File: src/sv/bone_global_transform_assert.svh
// ----------------------------------------------------------------------------
// Bone global transform assertion macros
// Shared concurrent assertion forms, clocked on clk, disabled in reset.
// ----------------------------------------------------------------------------
`ifndef BONE_GLOBAL_TRANSFORM_ASSERT_SVH
`define BONE_GLOBAL_TRANSFORM_ASSERT_SVH

// condition holds at every edge
`define BGT_ASSERT_ALWAYS(lbl, cond, msg) \
  lbl: assert property (@(posedge clk) disable iff (!rst_n) (cond)) else $error(msg);

// same-cycle implication
`define BGT_ASSERT_IMP(lbl, ante, cons, msg) \
  lbl: assert property (@(posedge clk) disable iff (!rst_n) (ante) |-> (cons)) \
    else $error(msg);

// next-cycle implication
`define BGT_ASSERT_NXT(lbl, ante, cons, msg) \
  lbl: assert property (@(posedge clk) disable iff (!rst_n) (ante) |=> (cons)) \
    else $error(msg);

`endif

File: src/sv/bgt_pkg.sv
// ----------------------------------------------------------------------------
// Bone global transform package
// Sizes, fixed-point constants and chain token types.
// ----------------------------------------------------------------------------
package bgt_pkg;

  localparam int MAX_BONES = 256;
  localparam int FRAC_BITS = 16;
  localparam int CNT_W     = (MAX_BONES > 1) ? $clog2(MAX_BONES) : 1;
  localparam int CMP_W     = (CNT_W > 8) ? CNT_W : 8;
  localparam int RAM_DEPTH = MAX_BONES * 16;
  localparam int RAM_AW    = CNT_W + 4;
  localparam int ELEM_W    = 32;
  localparam int PROD_W    = 64;
  localparam int ACC_W     = 66;
  localparam int NUM_REGS  = 8;

  localparam logic [NUM_REGS-1:0][63:0] WORLD_RST = {
    64'h0001_0000_0000_0000, 64'h0,
    64'h0000_0000_0001_0000, 64'h0,
    64'h0,                   64'h0001_0000_0000_0000,
    64'h0,                   64'h0000_0000_0001_0000
  };

  typedef logic [CNT_W-1:0] bone_t;

  // request context riding with each parent element down the chain
  typedef struct packed {
    logic       vld;
    logic [1:0] k;
    logic [1:0] j;
    bone_t      me;
    logic       bad;
    logic       last;
  } tok_t;

  // one finished global element
  typedef struct packed {
    logic              vld;
    logic [1:0]        j;
    logic [ELEM_W-1:0] val;
    logic              sat;
    bone_t             me;
    logic              bad;
    logic              last;
  } fin_t;

endpackage

File: src/sv/bgt_cell.sv
// ----------------------------------------------------------------------------
// Bone global transform row cell
// Multiplies one local row by the parent element stream, accumulates the
// four-term dot product, rounds and clamps each finished element.
// ----------------------------------------------------------------------------
module bgt_cell import bgt_pkg::*; (
  input  logic              clk,
  input  logic              rst_n,
  input  tok_t              tok_in,
  input  logic [ELEM_W-1:0] p_in,
  input  logic [127:0]      loc_row,
  output tok_t              tok_out,
  output logic [ELEM_W-1:0] p_out,
  output fin_t              fin
);

  localparam int SH_W = ACC_W - FRAC_BITS;
  localparam logic [ACC_W-1:0] RND = ACC_W'(1) << (FRAC_BITS - 1);
  localparam logic signed [SH_W-1:0] MAXV = {{(SH_W-31){1'b0}}, {31{1'b1}}};
  localparam logic signed [SH_W-1:0] MINV = {{(SH_W-31){1'b1}}, {31{1'b0}}};

  logic [127:0]             row_r, row_sel;
  logic                     first;
  logic signed [ELEM_W-1:0] l_el;
  tok_t                     a_tok_r;
  logic [ELEM_W-1:0]        p_r;
  logic signed [PROD_W-1:0] prod_r;
  logic [ACC_W-1:0]         acc_r, acc_nxt;
  logic                     b_done_r, b_bad_r, b_last_r;
  logic [1:0]               b_j_r;
  bone_t                    b_me_r;
  fin_t                     fin_r;
  logic [ACC_W-1:0]         rnd;
  logic signed [SH_W-1:0]   shv;

  assign first   = tok_in.vld && (tok_in.k == 2'd0) && (tok_in.j == 2'd0);
  assign row_sel = first ? loc_row : row_r;
  assign l_el    = $signed(row_sel[tok_in.k*ELEM_W +: ELEM_W]);

  assign acc_nxt = ((a_tok_r.k == 2'd0) ? '0 : acc_r)
                 + {{(ACC_W-PROD_W){prod_r[PROD_W-1]}}, prod_r};

  assign rnd = acc_r + RND;
  assign shv = $signed(rnd[ACC_W-1:FRAC_BITS]);

  // stage A: product and neighbor handoff
  always_ff @(posedge clk) begin
    if (!rst_n) begin
      a_tok_r.vld <= 1'b0;
    end else begin
      a_tok_r <= tok_in;
    end
    if (first) begin
      row_r <= loc_row;
    end
    p_r    <= p_in;
    prod_r <= l_el * $signed(p_in);
  end

  // stage B: accumulate over k
  always_ff @(posedge clk) begin
    if (!rst_n) begin
      b_done_r <= 1'b0;
    end else begin
      b_done_r <= a_tok_r.vld && (a_tok_r.k == 2'd3);
    end
    if (a_tok_r.vld) begin
      acc_r <= acc_nxt;
    end
    b_j_r    <= a_tok_r.j;
    b_me_r   <= a_tok_r.me;
    b_bad_r  <= a_tok_r.bad;
    b_last_r <= a_tok_r.last;
  end

  // stage C: round to nearest, clamp to 32 bits
  always_ff @(posedge clk) begin
    if (!rst_n) begin
      fin_r.vld <= 1'b0;
    end else begin
      fin_r.vld <= b_done_r;
    end
    fin_r.j    <= b_j_r;
    fin_r.me   <= b_me_r;
    fin_r.bad  <= b_bad_r;
    fin_r.last <= b_last_r;
    if (shv > MAXV) begin
      fin_r.val <= 32'h7fff_ffff;
      fin_r.sat <= 1'b1;
    end else if (shv < MINV) begin
      fin_r.val <= 32'h8000_0000;
      fin_r.sat <= 1'b1;
    end else begin
      fin_r.val <= shv[ELEM_W-1:0];
      fin_r.sat <= 1'b0;
    end
  end

  assign tok_out = a_tok_r;
  assign p_out   = p_r;
  assign fin     = fin_r;

endmodule

File: config.mk
export PLATFORM = sky130hd
export DESIGN_NAME = bgt_cell
export DESIGN_NICKNAME = d
export VERILOG_FILES = /design/src/sv/bone_global_transform_assert.svh /design/src/sv/bgt_pkg.sv /design/src/sv/bgt_cell.sv
export SDC_FILE = /design/constraint.sdc
export NUM_CORES = 2
export LEC_CHECK = 0
export ABC_AREA = 1
export ABC_CLOCK_PERIOD_IN_PS = 12800
export BUFFER_PORTS_ARGS = -buffer_cell sky130_fd_sc_hd__buf_2
export CORE_MARGIN = 3
export CORE_UTILIZATION = 58
export DETAILED_ROUTE_END_ITERATION = 7
export PLACE_DENSITY = 0.76
export SYNTH_ARGS = -nofsm -noshare
export SYNTH_HDL_FRONTEND = slang
export SYNTH_SLANG_ARGS = --single-unit
File: constraint.sdc
create_clock -name clk -period 12.8 [get_ports clk]
set_clock_uncertainty 0.15 [all_clocks]
set_input_delay 0.64 -clock clk [delete_from_list [all_inputs] [get_ports clk]]
set_output_delay 0.64 -clock clk [all_outputs]
set_load 0.03 [all_outputs]
# Yosys cells after proc, flatten, opt, wreduce, memory -nomap -nowiden
# Index checks and enable logic that the tools add are counted.
# word_totals
regBits	364
latchBits	0
mem_bits_rw	0
romBits	0
inputBits	177
output_inout_bits	93
word_cells	38
mem_count	0
# op_classes
addsub	2
mul	1
div	0
magnitude_cmp	2
n_eq_ne	1
shifts	1
n_mux	3
bitwise	0
reduce_logical	6
# op_table
cell	n
$mux 128	1
$shiftx 128x8->32	1
$add 66x16->66 const B	1
$add 66x66->66	1
$mux 66	1
$mul 32x32->64	1
$gt 50x32->1 const B	1
$lt 50x32->1 const B	1
$mux 33	1
$logic_not 2->1	3
$logic_and 1x1->1	3
$eq 2x2->1 const B	1

# Logic depth before layout (Yosys ltp)
# depth
ltp_word	6
depth_mapped	43
mapped_depth_nobuf	39

# Worst setup path after synthesis
# No wires, ideal clock.
# synth_path
path_kind	input port to flip-flop
from	in tok_in[12] (netlist bit)
to	reg prod_r[58]
setup_time_ps	113
arrival_ps	8231
required_time_ps	12537
path_slack_ps	4306
path_stages	34
n_path_buf	2
cell_sequence	buf_4 nor2_8 nand2_2 inv_2 nand2_1 nand2_1 nand2_1 nand2_1 inv_1 nor2_2 inv_2 buf_2 nor2_1 fa_1 fa_1 fa_1 fa_1 inv_1 fa_1 inv_1 fa_1 inv_1 fa_1 inv_1 fa_1 ha_1 nand2_1 nor2_1 inv_1 nor3_1 nand3_1 or2_2 nand4_1 nand2_1
# synth_via
elab_chain_len	6
# synth_rtl
element	line_no	rtl
from (decl)	bgt_cell.sv:9	input tok_t tok_in,
$logic_not 2->1	bgt_cell.sv:36	assign first = tok_in.vld && (tok_in.k == 2'd0) && (tok_in.j == 2'd0);
$logic_and 1x1->1 (2 in a row)	bgt_cell.sv:36	
$mux 128	--	
via row_sel[95]	bgt_cell.sv:22	logic [127:0] row_r, row_sel;
$shiftx 128x8->32	bgt_cell.sv:38	assign l_el = $signed(row_sel[tok_in.k*ELEM_W +: ELEM_W]);
$mul 32x32->64	bgt_cell.sv:57	prod_r <= l_el * $signed(p_in);
to (signal assigned)	bgt_cell.sv:57	
to (decl)	bgt_cell.sv:27	logic signed [PROD_W-1:0] prod_r;
# The timed path passes the listed nets, and every way through them passes these cells.
# A chain may end at the register's enable or synchronous reset.

# Worst setup path in the final report
# layout_path
from	in tok_in[13] (netlist bit)
to	reg prod_r[49]
# Same word-level chain as after synthesis.

==> impl_metrics.ini <==
[route]
avgRoutedWirePerCell_microns = 22.8
dr.pass1.iters = 6
first_iter_violations = 5194
drc = 0
num_vias = 45500
vias_per_cell = 5.69
antenna_left = 0
finalWirelength_microns = 182000

[clock_network]
cts_resized = 0
clockBufferDepth = 3
cts.clk_slew.worst_paths_ps = 60
cts_tree = done
insertion_delay_ps = 650
cts_hold_buf = 3
cts_made_buffers = 45
root_buffer = clkbuf_16
clock-sinks = 364
postCtsSetupBuffers = 0
h-tree-depth = 2

[floorplan]
start_util_pct = 59.0
core-area_sq_um = 90800
ios = 270
rows = 110
die_area_sq_um = 96100
fp.dieW_microns = 310
die_y_microns = 310

[job]
maxCapViolations = 0

[placed_design]
dpl.hpwl_microns = 148000
dpl_cell_area_sq_um = 56000
dp_slack_ps = 1520
place_congestion = 1.05
port_buffers = 269

[critical_path]
cp_common_cell = fa_1
crit_arrival_ps = 11650
slowest_delay_ps = 950
critPathKind = in -> reg
rrSetupSlack_ps = 2600
endpoint_kind = flop
required_ps = 13160
worstSetupStartpointType = primary input
critPathSlowestCell = nor4_1
cp_max_fo = 79

[synth]
synthTopCellsByCount = nand2_1, inv_1, fa_1, nor2_1, dfxtp_1
ys_top_cells_by_area = fa_1, dfxtp_1, nand2_1, inv_1, nor2_1
synth_edf_count = 80
avgSynthCellArea_sq_um = 8.11
syn_area_sq_um = 53600
synth_top_cell_area_share_pct = 40.5
synth_cell_types = 47
seq_area_frac_synth_pct = 15.1
ys_ff_latch = 364
syn_nets = 8119
yosysWarnings = 0
yosysMostFrequentCell = nand2_1
synth_cells = 6609
yosysTopAreaCell = fa_1
synthArstFlopShare_pct = 0
ys.flop_type = dfxtp_1

[cells_and_area]
fin_util_pct = 63.4
fill_cells = 8016
syn_to_final_growth_pct = 7.58
nets = 8296
drive_gt1_share_pct = 6.87
final_area_sq_um = 57600

[grt]
grt_pass1_vias = 48200
grt_start_max_net_pins = 86
grt_use_total_pct = 39.3
antenna_found_initial = 2
grt_overflow = 0
grt_pass1_wl_microns = 280000

[timing]
period_minus_slack_ps = 11290
hold_viol_final = 0
rsz0062_at_grt = false
setup_slack_ps = 1510
worstMarginPinSlew_ps = 1230
relSlewSlack_pct = 17.8
final.period_utilization_pct = 88.2
setup_viol_count_final = 0
final.setup.tns_ps = 0
max_freq_mhz = 88.6
finalMaxSlewViolations = 0

[hold_path]
hold_class = in -> reg

[status]
status = finished clean
worst max-delay path: cells and delay by family:
kind / cells / cell delay (ps)
adders and majority gates: 9 / 4540
and+or+nand+nor: 12 / 3010
buffers and inverters: 7 / 2390
AOI/OAI and AO/OA: 2 / 740
xor gates and xnor gates: 1 / 300
registers in the layout, summed over array words and instances (netlist names):
signal	count
tok_out	15
p_out	32
prod_r	64
row_r	128
b_j_r	2
acc_r	66
b_last_r	1
b_me_r	8
fin	46
b_done_r	1
b_bad_r	1
layer usage:
metal / routed length (microns) / share of wire (%) / track usage [%]
met1: 68000 / 37 / 51.2
met2: 78900 / 43 / 59.8
met3: 22900 / 13 / 10.6
met4: 12600 / 6.9 / 22.1
met5: 0 / 0 / 0
final cells by class:
class	instances	area (sq um)	area share, %
antenna	3	7.51	0.0130
clock buffer	56	1210	2.10
clock inverter	27	379	0.658
inverter	1427	5360	9.30
multi-input combinational	4608	39200	68.1
sequential	364	8090	14.0
tap	1176	1470	2.55
timing repair buffer	340	1900	3.30
path summary, 6_finish.rpt:
| kind | from | end | depth (start not counted) |
|---|---|---|---|
| min reg2reg | b_last_r | fin[0] | 0 |
| max | tok_in[13] | prod_r[49] | 31 |
| min | loc_row[106] | row_r[106] | 3 |
| max reg2reg | row_r[63] | prod_r[49] | 23 |
per-stage QoR:
stage,instances,hold slack (ps)
2_1_floorplan,6609,160
3_3_place_gp,7912,160
3_5_place_dp,7912,162
4_1_cts,7998,15.5
5_1_grt,7998,32.9
6_report,8001,46.3
placed cells by master, fill, tap and decap left out, types with 8 or more instances in the layout:
cell type,n
dfxtp_1,283
fa_1,1084
buf_2,269
clkbuf_1,8
ha_1,249
a21oi_1,194
nor2_1,936
xor2_1,112
clkinv_1,20
xnor2_1,39
o21ai_0,129
a21o_1,14
clkbuf_16,46
nand3_1,153
a221oi_1,11
nor3_1,26
nand4_1,30
nor4_1,8
inv_1,1380
buf_4,67
edfxtp_1,80
inv_2,27
a31oi_1,18
o22ai_1,19
o21bai_1,26
nand2_1,1487
cells by family (layout without fill, tap and decap cells):
logic type	Yosys count	in the layout	synth area share, %
AOI/OAI and AO/OA	446	446	4.66
other	0	3	0
DFF	364	364	15.1
and+or+nand+nor	2677	2677	19.7
xor gates and xnor gates	152	152	2.52
buffers and inverters	1637	1850	11.7
adders and majority gates	1333	1333	46.3
Power is not shown: default switching activity piles up to over one toggle a cycle in this logic, so the estimate is an artifact.
